--- src/design/lsdd_pkg.sv ---
// ----------------------------------------------------------------------------
// lsdd_pkg
// Shared types, register indexes, reset values and the ladder quantizer for
// the ladder switch decoder with debounce.
// ----------------------------------------------------------------------------
package lsdd_pkg;

    localparam int NUM_SWITCHES   = 3;
    localparam int NUM_THRESHOLDS = 7;
    localparam int SAMPLE_W       = 12;
    localparam int MASK_W         = 8;
    localparam int LEVEL_W        = 3;
    localparam int REG_IDX_W      = 3;
    localparam int APB_ADDR_W     = REG_IDX_W + 2;
    localparam int APB_DATA_W     = 32;

    typedef logic [SAMPLE_W-1:0]     sample_t;
    typedef logic [NUM_SWITCHES-1:0] switch_vec_t;
    typedef logic [LEVEL_W-1:0]      level_t;
    typedef logic [MASK_W-1:0]       mask_t;
    typedef sample_t [NUM_THRESHOLDS-1:0] thresh_array_t;

    // register map, one word per register
    typedef enum logic [REG_IDX_W-1:0] {
        REG_THRESH_1,
        REG_THRESH_2,
        REG_THRESH_3,
        REG_THRESH_4,
        REG_THRESH_5,
        REG_THRESH_6,
        REG_THRESH_7,
        REG_AGREE_MASK
    } reg_idx_t;

    // configuration seen by the datapath
    typedef struct packed {
        thresh_array_t thresholds;
        mask_t         agree_mask;
    } cfg_t;

    // one result transaction
    typedef struct packed {
        switch_vec_t settled;
        switch_vec_t rise;
        switch_vec_t fall;
    } result_t;

    localparam thresh_array_t THRESH_RESET = {
        12'd3583, 12'd3071, 12'd2559, 12'd2047, 12'd1535, 12'd1023, 12'd511
    };
    localparam mask_t AGREE_MASK_RESET = 8'd7;

    // first threshold at or above the sample wins, level 7 if none
    function automatic level_t quantize(input sample_t s, input thresh_array_t th);
        level_t lvl;
        lvl = level_t'(NUM_THRESHOLDS);
        for (int n = NUM_THRESHOLDS - 1; n >= 0; n--)
        begin
            if (s <= th[n])
            begin
                lvl = level_t'(n);
            end
        end
        return lvl;
    endfunction

endpackage

--- src/design/lsdd_channels.sv ---
// ----------------------------------------------------------------------------
// lsdd channels
// Valid/ready stream interfaces for ADC sample and switch result transactions.
// ----------------------------------------------------------------------------
interface lsdd_sample_if;
    logic              valid;
    logic              ready;
    lsdd_pkg::sample_t adc_sample;

    modport source (output valid, output adc_sample, input ready);
    modport sink   (input valid, input adc_sample, output ready);
endinterface

interface lsdd_result_if;
    logic                  valid;
    logic                  ready;
    lsdd_pkg::switch_vec_t settled_levels;
    lsdd_pkg::switch_vec_t rising_edges;
    lsdd_pkg::switch_vec_t falling_edges;

    modport source (output valid, output settled_levels, output rising_edges,
                    output falling_edges, input ready);
    modport sink   (input valid, input settled_levels, input rising_edges,
                    input falling_edges, output ready);
endinterface

--- src/design/ladder_switch_decoder_debounce_unit.sv ---
// ----------------------------------------------------------------------------
// ladder_switch_decoder_debounce_unit
// Resistor ladder decoder for three switches with masked-history debounce.
// ----------------------------------------------------------------------------
// Each accepted ADC sample transaction yields exactly one result transaction.
// The sample is registered, then quantized against seven thresholds to a
// 3-bit level whose bits are the raw switch readings; each switch shifts its
// bit into a HISTORY_BITS history and settles off when the masked history is
// all zeros, on when it equals the mask. The unit takes one sample per cycle
// while the result side does not stall; the sample waits in the input
// register until the result register is free, then its result is loaded
// into the result register; the result register is the only stage
// that stalls on the result side, so the sample side keeps flowing as long
// as that register is free or being emptied. Thresholds and the agree mask
// sit in an APB register file and should be written only while idle.
// ----------------------------------------------------------------------------
module ladder_switch_decoder_debounce_unit #(
    parameter int HISTORY_BITS = 8
) (
    input  logic                                clk,
    input  logic                                rst_n,
    lsdd_sample_if.sink                         sample,
    lsdd_result_if.source                       result,
    input  logic                                psel,
    input  logic                                penable,
    input  logic                                pwrite,
    input  logic [lsdd_pkg::APB_ADDR_W-1:0]     paddr,
    input  logic [lsdd_pkg::APB_DATA_W-1:0]     pwdata,
    output logic [lsdd_pkg::APB_DATA_W-1:0]     prdata,
    output logic                                pready
);

    lsdd_pkg::cfg_t     cfg;
    logic               in_valid_reg;
    lsdd_pkg::sample_t  sample_reg;
    logic               res_valid_reg;
    lsdd_pkg::result_t  res_reg;
    lsdd_pkg::result_t  res_next;
    lsdd_pkg::level_t   level;
    logic               res_free;
    logic               step_en;

    // configuration registers
    lsdd_apb_regs u_regs (
        .clk     (clk),
        .rst_n   (rst_n),
        .psel    (psel),
        .penable (penable),
        .pwrite  (pwrite),
        .paddr   (paddr),
        .pwdata  (pwdata),
        .prdata  (prdata),
        .pready  (pready),
        .cfg     (cfg)
    );

    // pipeline flow control
    assign res_free     = !res_valid_reg || result.ready;
    assign step_en      = in_valid_reg && res_free;
    assign sample.ready = !in_valid_reg || res_free;

    // input register
    always_ff @(posedge clk or negedge rst_n)
    begin
        if (!rst_n)
        begin
            in_valid_reg <= 1'b0;
        end
        else if (sample.ready)
        begin
            in_valid_reg <= sample.valid;
        end
    end

    always_ff @(posedge clk)
    begin
        if (sample.valid && sample.ready)
        begin
            sample_reg <= sample.adc_sample;
        end
    end

    // quantize and debounce
    assign level = lsdd_pkg::quantize(sample_reg, cfg.thresholds);

    lsdd_debounce #(
        .HISTORY_BITS (HISTORY_BITS)
    ) u_debounce (
        .clk        (clk),
        .rst_n      (rst_n),
        .step_en    (step_en),
        .level      (level),
        .agree_mask (cfg.agree_mask),
        .res_next   (res_next)
    );

    // result register
    always_ff @(posedge clk or negedge rst_n)
    begin
        if (!rst_n)
        begin
            res_valid_reg <= 1'b0;
        end
        else if (res_free)
        begin
            res_valid_reg <= in_valid_reg;
        end
    end

    always_ff @(posedge clk)
    begin
        if (step_en)
        begin
            res_reg <= res_next;
        end
    end

    assign result.valid          = res_valid_reg;
    assign result.settled_levels = res_reg.settled;
    assign result.rising_edges   = res_reg.rise;
    assign result.falling_edges  = res_reg.fall;

endmodule

--- src/design/lsdd_apb_regs.sv ---
// ----------------------------------------------------------------------------
// lsdd_apb_regs
// APB register file holding the seven ladder thresholds and the agree mask.
// ----------------------------------------------------------------------------
module lsdd_apb_regs (
    input  logic                                clk,
    input  logic                                rst_n,
    input  logic                                psel,
    input  logic                                penable,
    input  logic                                pwrite,
    input  logic [lsdd_pkg::APB_ADDR_W-1:0]     paddr,
    input  logic [lsdd_pkg::APB_DATA_W-1:0]     pwdata,
    output logic [lsdd_pkg::APB_DATA_W-1:0]     prdata,
    output logic                                pready,
    output lsdd_pkg::cfg_t                      cfg
);

    lsdd_pkg::cfg_t   cfg_reg;
    lsdd_pkg::reg_idx_t idx;
    logic             wr_en;

    assign pready = 1'b1;
    assign idx    = lsdd_pkg::reg_idx_t'(paddr[lsdd_pkg::APB_ADDR_W-1:2]);
    assign wr_en  = psel & penable & pwrite & pready;
    assign cfg    = cfg_reg;

    // register writes
    always_ff @(posedge clk or negedge rst_n)
    begin
        if (!rst_n)
        begin
            cfg_reg.thresholds <= lsdd_pkg::THRESH_RESET;
            cfg_reg.agree_mask <= lsdd_pkg::AGREE_MASK_RESET;
        end
        else if (wr_en)
        begin
            case (idx)
                lsdd_pkg::REG_AGREE_MASK:
                    cfg_reg.agree_mask <= pwdata[lsdd_pkg::MASK_W-1:0];
                default:
                    cfg_reg.thresholds[idx] <= pwdata[lsdd_pkg::SAMPLE_W-1:0];
            endcase
        end
    end

    // read mux
    always_comb
    begin
        case (idx)
            lsdd_pkg::REG_AGREE_MASK:
                prdata = {{(lsdd_pkg::APB_DATA_W-lsdd_pkg::MASK_W){1'b0}},
                          cfg_reg.agree_mask};
            default:
                prdata = {{(lsdd_pkg::APB_DATA_W-lsdd_pkg::SAMPLE_W){1'b0}},
                          cfg_reg.thresholds[idx]};
        endcase
    end

endmodule

--- src/design/lsdd_debounce.sv ---
// ----------------------------------------------------------------------------
// lsdd_debounce
// Per-switch history shift registers and settled state; computes the next
// settled levels and edge flags for one level sample.
// ----------------------------------------------------------------------------
module lsdd_debounce #(
    parameter int HISTORY_BITS = 8
) (
    input  logic                 clk,
    input  logic                 rst_n,
    input  logic                 step_en,
    input  lsdd_pkg::level_t     level,
    input  lsdd_pkg::mask_t      agree_mask,
    output lsdd_pkg::result_t    res_next
);

    logic [HISTORY_BITS-1:0] hist_reg  [lsdd_pkg::NUM_SWITCHES];
    logic [HISTORY_BITS-1:0] hist_next [lsdd_pkg::NUM_SWITCHES];
    logic [HISTORY_BITS-1:0] mask_eff;
    lsdd_pkg::switch_vec_t   settled_reg;
    lsdd_pkg::switch_vec_t   settled_next;

    // mask bits beyond the history width are dropped, missing ones are zero
    for (genvar b = 0; b < HISTORY_BITS; b++)
    begin : g_mask
        if (b < lsdd_pkg::MASK_W)
        begin : g_in
            assign mask_eff[b] = agree_mask[b];
        end
        else
        begin : g_out
            assign mask_eff[b] = 1'b0;
        end
    end

    // per switch: shift in raw bit, settle on full agreement
    for (genvar i = 0; i < lsdd_pkg::NUM_SWITCHES; i++)
    begin : g_sw
        logic [HISTORY_BITS-1:0] work;

        assign hist_next[i] = {hist_reg[i][HISTORY_BITS-2:0], level[i]};
        assign work         = hist_next[i] & mask_eff;

        // all zeros settles off first, full agreement settles on, else hold
        assign settled_next[i] = (work == '0)       ? 1'b0 :
                                 (work == mask_eff) ? 1'b1 :
                                                      settled_reg[i];

        always_ff @(posedge clk or negedge rst_n)
        begin
            if (!rst_n)
            begin
                hist_reg[i] <= '0;
            end
            else if (step_en)
            begin
                hist_reg[i] <= hist_next[i];
            end
        end
    end

    // settled state
    always_ff @(posedge clk or negedge rst_n)
    begin
        if (!rst_n)
        begin
            settled_reg <= '0;
        end
        else if (step_en)
        begin
            settled_reg <= settled_next;
        end
    end

    assign res_next.settled = settled_next;
    assign res_next.rise    = settled_next & ~settled_reg;
    assign res_next.fall    = ~settled_next & settled_reg;

endmodule

--- src/flat_wrapper.sv ---
// flat-port wrapper written by rule: the top's interface ports become plain ports
module ladder_switch_decoder_debounce_unit_flat 
#(
    parameter int HISTORY_BITS = 8
)
  (clk, rst_n, psel, penable, pwrite, paddr, pwdata, prdata, pready, sample_valid, sample_adc_sample, sample_ready, result_valid, result_settled_levels, result_rising_edges, result_falling_edges, result_ready);
  lsdd_sample_if sample_i ();
  lsdd_result_if result_i ();
  input  logic clk;
  input  logic rst_n;
  input  logic psel;
  input  logic penable;
  input  logic pwrite;
  input  logic [lsdd_pkg::APB_ADDR_W-1:0] paddr;
  input  logic [lsdd_pkg::APB_DATA_W-1:0] pwdata;
  output logic [lsdd_pkg::APB_DATA_W-1:0] prdata;
  output logic pready;
  input wire logic [$bits(sample_i.valid)-1:0] sample_valid;
  input wire logic [$bits(sample_i.adc_sample)-1:0] sample_adc_sample;
  output wire logic [$bits(sample_i.ready)-1:0] sample_ready;
  output wire logic [$bits(result_i.valid)-1:0] result_valid;
  output wire logic [$bits(result_i.settled_levels)-1:0] result_settled_levels;
  output wire logic [$bits(result_i.rising_edges)-1:0] result_rising_edges;
  output wire logic [$bits(result_i.falling_edges)-1:0] result_falling_edges;
  input wire logic [$bits(result_i.ready)-1:0] result_ready;
  assign sample_i.valid = sample_valid;
  assign sample_i.adc_sample = sample_adc_sample;
  assign sample_ready = sample_i.ready;
  assign result_valid = result_i.valid;
  assign result_settled_levels = result_i.settled_levels;
  assign result_rising_edges = result_i.rising_edges;
  assign result_falling_edges = result_i.falling_edges;
  assign result_i.ready = result_ready;
  ladder_switch_decoder_debounce_unit #(.HISTORY_BITS(HISTORY_BITS)) u_core (.clk(clk), .rst_n(rst_n), .sample(sample_i), .result(result_i), .psel(psel), .penable(penable), .pwrite(pwrite), .paddr(paddr), .pwdata(pwdata), .prdata(prdata), .pready(pready));
endmodule
--- config.mk ---
export PLATFORM = sky130hd
export DESIGN_NAME = ladder_switch_decoder_debounce_unit_flat
export DESIGN_NICKNAME = d
export VERILOG_FILES = /design/src/design/lsdd_pkg.sv /design/src/design/lsdd_channels.sv /design/src/design/ladder_switch_decoder_debounce_unit.sv /design/src/design/lsdd_apb_regs.sv /design/src/design/lsdd_debounce.sv /design/src/flat_wrapper.sv
export SDC_FILE = /design/constraint.sdc
export NUM_CORES = 1
export LEC_CHECK = 0
export ABC_AREA = 0
export BUFFER_PORTS_ARGS = -buffer_cell sky130_fd_sc_hd__buf_4
export CORE_ASPECT_RATIO = 1.5
export CORE_MARGIN = 1.5
export CORE_UTILIZATION = 56
export DETAILED_ROUTE_END_ITERATION = 16
export PLACE_DENSITY_LB_ADDON = 0.12
export SYNTH_ARGS = -nofsm -noshare
export SYNTH_HDL_FRONTEND = slang
export SYNTH_HIERARCHICAL = 1
export SYNTH_SLANG_ARGS = --single-unit
--- constraint.sdc ---
create_clock -name clk -period 4.3 [get_ports clk]
set_input_delay 0.215 -clock clk [delete_from_list [all_inputs] [get_ports clk]]
set_output_delay 0.215 -clock clk [all_outputs]
set_load 0.01 [all_outputs]
After elaboration in Yosys (flattened, before gate mapping)
Cells that the tools add are included.

operators by class
  magnitude comparators = 9
  eq/ne operators = 4
  mux-type cells = 19
  bitwise gates (word level) = 10
  reductions and logical operators = 12

operators with widths
  cell                number
  $bwmux 84           1
  $le 12x12->1        7
  $bmux 12 s3         1
  $demux 12 s3        1
  $mux 12             3
  $and 8x8->8         3
  $eq 8x8->1          3
  $logic_not 8->1     3
  $mux 3              4
  $mux 1              7
  $and 3x3->3         2
  $not 3->3           2
  $lt 3x4->1 const B  1
  $mux 2              2
  $reduce_and 2->1    2
  $eq 3x3->1 const B  1
  $ge 3x1->1 const B  1
  $logic_and 1x1->1   3
  $and 1x1->1         2
  $logic_not 1->1     2
  $logic_or 1x1->1    2
  $not 1->1           1

storage, ports and cells
  register bits after elaboration = 139
  input port bits = 56
  output and inout bits = 44
  logic and storage cells = 72

Depth between registers and ports, before layout
  depth in word-level cells = 14
  mapped depth = 11
  mapped depth without buffers = 11

Hierarchy
The synthesis kept the hierarchy.

by module, submodules not included
  module                               instances  cells an instance  area an instance (um^2)
  lsdd_apb_regs                        1          343                4566.9
  ladder_switch_decoder_debounce_unit  1          325                2867.8
  lsdd_debounce                        1          108                1238.7

Least setup slack after synthesis
Ideal clock, no wire load.

  kind = flip-flop to flip-flop
  start point = register u_core.u_regs.cfg_reg (netlist bit u_core/u_regs/cfg[27])
  end point = register u_core.res_reg (netlist bit u_core/result.settled_levels[0]), data pin
  setup time = 146 ps
  arrival time = 2553 ps
  data required time = 4154 ps
  setup slack = 1601 ps
  cell stages (with the launch flop) = 12
  path buffers = 0
  cell sequence = dfstp_2 > inv_1 > ha_1 > and3_1 > a21oi_1 > a21oi_1 > a2111oi_4 > nor3_1 > a311oi_1 > o22ai_1 > or3_1 > a21oi_1

RTL lines
  element               RTL line                                    text
  from (decl)           lsdd_apb_regs.sv:18                         lsdd_pkg::cfg_t cfg_reg;
  to (signal assigned)  ladder_switch_decoder_debounce_unit.sv:114  res_reg <= res_next;
  to (decl)             ladder_switch_decoder_debounce_unit.sv:37   lsdd_pkg::result_t res_reg;

==> results.toml <==
[outcome]
outcome = "complete, no violations"

[final_layout]
multi_input_area_um2 = 4440
fill_cells = 1203
fin_cells = 1055
layout.area.seq_um2 = 3680
diodes = 0
finalNetCount = 983
final_cell_area_um2 = 9860
largest_reg_flops = 92
syn2layout_area_growth_pct = 13.7
drive_above_1_share_pct = 34.8

[sta]
fin_crit_ns = 3.41
setup_slack_ns = 0.893
worst_pin_slew_ns = 1.07
fin_worst_skew_ns = 0.0113
relSlewSlack_pct = 28.6
hold_viol_final = 0
setup_tns_ns = 0
max_freq_mhz = 294
rsz0062_at_grt = "false"
finalCritPeriodShare_pct = 79.2
slew_violations = 0
setup-violations-final = 0

[route]
drt_first_pass_iters = 5
drtIter0Drc = 257
post-route-drc-count = 0
drtAntennaViolNets = 0
num_vias = 6279
drt_wl_total_um = 23300
vias_per_cell = 5.95
wl_per_cell_um = 22.1

[synth]
syn-cell-area_um2 = 8670
ys.flop_type = "dfstp_2"
syn_avg_cell_area_um2 = 11.2
yosysWarnings = 6
synth-edff-count = 21
ys_ff_latch = 139
syn_inst = 776
seq_area_frac_synth_pct = 42.4
synth_async_sr_flop_share_pct = 84.9
synth_top_area_share_pct = 22.7
ys_types = 64
netlist_top_cells_area = "dfstp_2 (23%), mux2_2 (15%), dfrtp_1 (12%)"
synth_area_leader_cell = "dfstp_2"

[floorplanning]
rows = 55
coreArea_um2 = 15100
start_util_pct = 57.3
top_level_ports = 100
die_x_um = 105
die-area_um2 = 16300
die_h_um = 155

[flow_run]
cap_violations = 0

[placement]
dp_slack_ns = 0.938
port_buffers = 56
hpwl_um = 17000
dp.cells = 1009
gp_congestion = 0.900
place_area_um2 = 9140

[critical_path]
critPathKind = "flip-flop to flip-flop"
cp_common_cell = "a21oi_1"
arrival_ns = 3.68
cp_cell_sequence = "ha_1 > and3_1 > a21oi_1 > a21oi_1 > a2111oi_4 > or2_1 > nor4bb_1 > o22ai_1 > or3_1 > a21oi_1"
cp_max_fo = 7
crit_path_start_kind = "flip-flop"
endpoint_kind = "flip-flop"
slowest_delay_ns = 0.69
critical_path_required_ns = 4.57
critPathSlowestCell = "nor4bb_1"

[global_route]
grt_pass1_vias = 6716
grt_pass1_wl_um = 36300
grt_max_degree = 50
globalRouteTotalUtil_pct = 29.9
antenna_found_initial = 0
grt_overflow = 0

[cts]
cts_setup_buffers = 0
root_buffer = "clkbuf_16"
clk_pin_slew_ns = 0.07
cts_made_buffers = 17
clockBufferDepth = 2
htreeDepth = 4
cts_resized = 0
clock-sinks = 139
cts_tree = "built"
insertion_delay_ns = 0.42

[power]
p_total_uw = 4860
pwr_density_cell_nw_per_um2 = 493
power.leakage_uw = 0.00424
peakVddDrop_mv = 0.269

[hold_path]
hold_class = "input pin to flip-flop"
[final timing paths]
kind	from	to	slack, ns	depth (start not counted)
worst max-delay path	u_core/sample_reg[7]	u_core/result.settled_levels[2]	0.89	10
worst min register to register	u_core/in_valid_reg	u_core/result.valid	0.49	1
worst max register to register	u_core/sample_reg[7]	u_core/result.settled_levels[2]	0.89	10
worst min-delay path	pwdata[8]	u_core/u_regs/cfg[88]	0.07	2
min in group asynchronous	rst_n	u_core/u_debounce/hist_next[11]	0.30	2
max in group asynchronous	rst_n	u_core/u_regs/cfg[45]	3.06	3
[routing by layer]
metal | track usage (%) | share of wire [%] | up-vias
met5 | 0 | 0 | -
met4 | 16.0 | 4.3 | 0
met3 | 3.69 | 3.3 | 54
met2 | 55.8 | 55 | 159
met1 | 32.8 | 38 | 3143
li1 | - | - | 2923
[final cells by class]
class | count | area share (%)
multi-input combinational | 524 | 45.0
sequential | 139 | 37.3
timing repair buffer | 73 | 5.91
clock buffer | 20 | 4.64
inverter | 88 | 3.35
tap | 199 | 2.53
clock inverter | 12 | 1.28
[metrics by stage]
| step | hold slack (ns) | util [%] |
|---|---|---|
| floorplan | -0.0806 | - |
| global placement | 0.214 | 60.3 |
| detailed placement | 0.218 | 60.3 |
| CTS | 0.0588 | 65.1 |
| global route | 0.0697 | 65.1 |
| finish | 0.0733 | 65.1 |
[cells by family after synthesis]
kind of cell	share of synthesized area [%]
other	0.0866
AOI/OAI and AO/OA	11.7
and+or+nand+nor	9.07
adders and majority gates	12.1
DFF	42.4
buffers and inverters	7.40
muxes	17.2
[placed cells by master (no fill, tap or decap), types with 6 or more instances in the layout]
| master | n |
|---|---|
| a211oi_1 | 6 |
| a21oi_1 | 59 |
| a22oi_1 | 15 |
| buf_4 | 59 |
| clkbuf_16 | 18 |
| conb_1 | 21 |
| dfrtp_1 | 43 |
| dfstp_2 | 75 |
| dlygate4sd3_1 | 14 |
| edfxtp_1 | 21 |
| ha_1 | 84 |
| inv_1 | 87 |
| mux2_2 | 115 |
| mux2i_1 | 11 |
| nand2_1 | 18 |
| nand2b_1 | 20 |
| nand3_1 | 7 |
| nand4_1 | 16 |
| nor2_1 | 26 |
| nor2b_1 | 11 |
| nor3_1 | 8 |
| o211ai_1 | 7 |
| o21ai_0 | 11 |
| o22ai_1 | 9 |
[where the power goes]
group | switching (uW) | internal [uW] | total [uW]
logic | 689 | 661 | 1350
clock network | 616 | 847 | 1460
registers | 294 | 1760 | 2050
[worst max-delay path: cells and delay by family (launching register included)]
| family | cells | cell delay [ns] |
|---|---|---|
| AND/OR/NAND/NOR | 4 | 1.50 |
| flip-flops | 1 | 0.57 |
| AO/OA/AOI/OAI | 5 | 0.81 |
| adder cells (fa/ha/maj) | 1 | 0.38 |
[timing repair]
action	4_1_cts	5_1_grt
hold endpoints to repair	40	0
hold buffers	14	0
setup endpoints to repair	0	0
[synth_stat cells (11+ instances only)]
cell and number:
a21oi_1 59, a22oi_1 15, buf_4 28, dfrtp_1 43, dfstp_2 75, edfxtp_1 21, ha_1 84, inv_1 87
mux2_2 115, mux2i_1 11, nand2_1 18, nand2b_1 20, nand4_1 16, nor2_1 28, nor2b_1 11, o21ai_0 11
(Power assumes the default switching activity.)
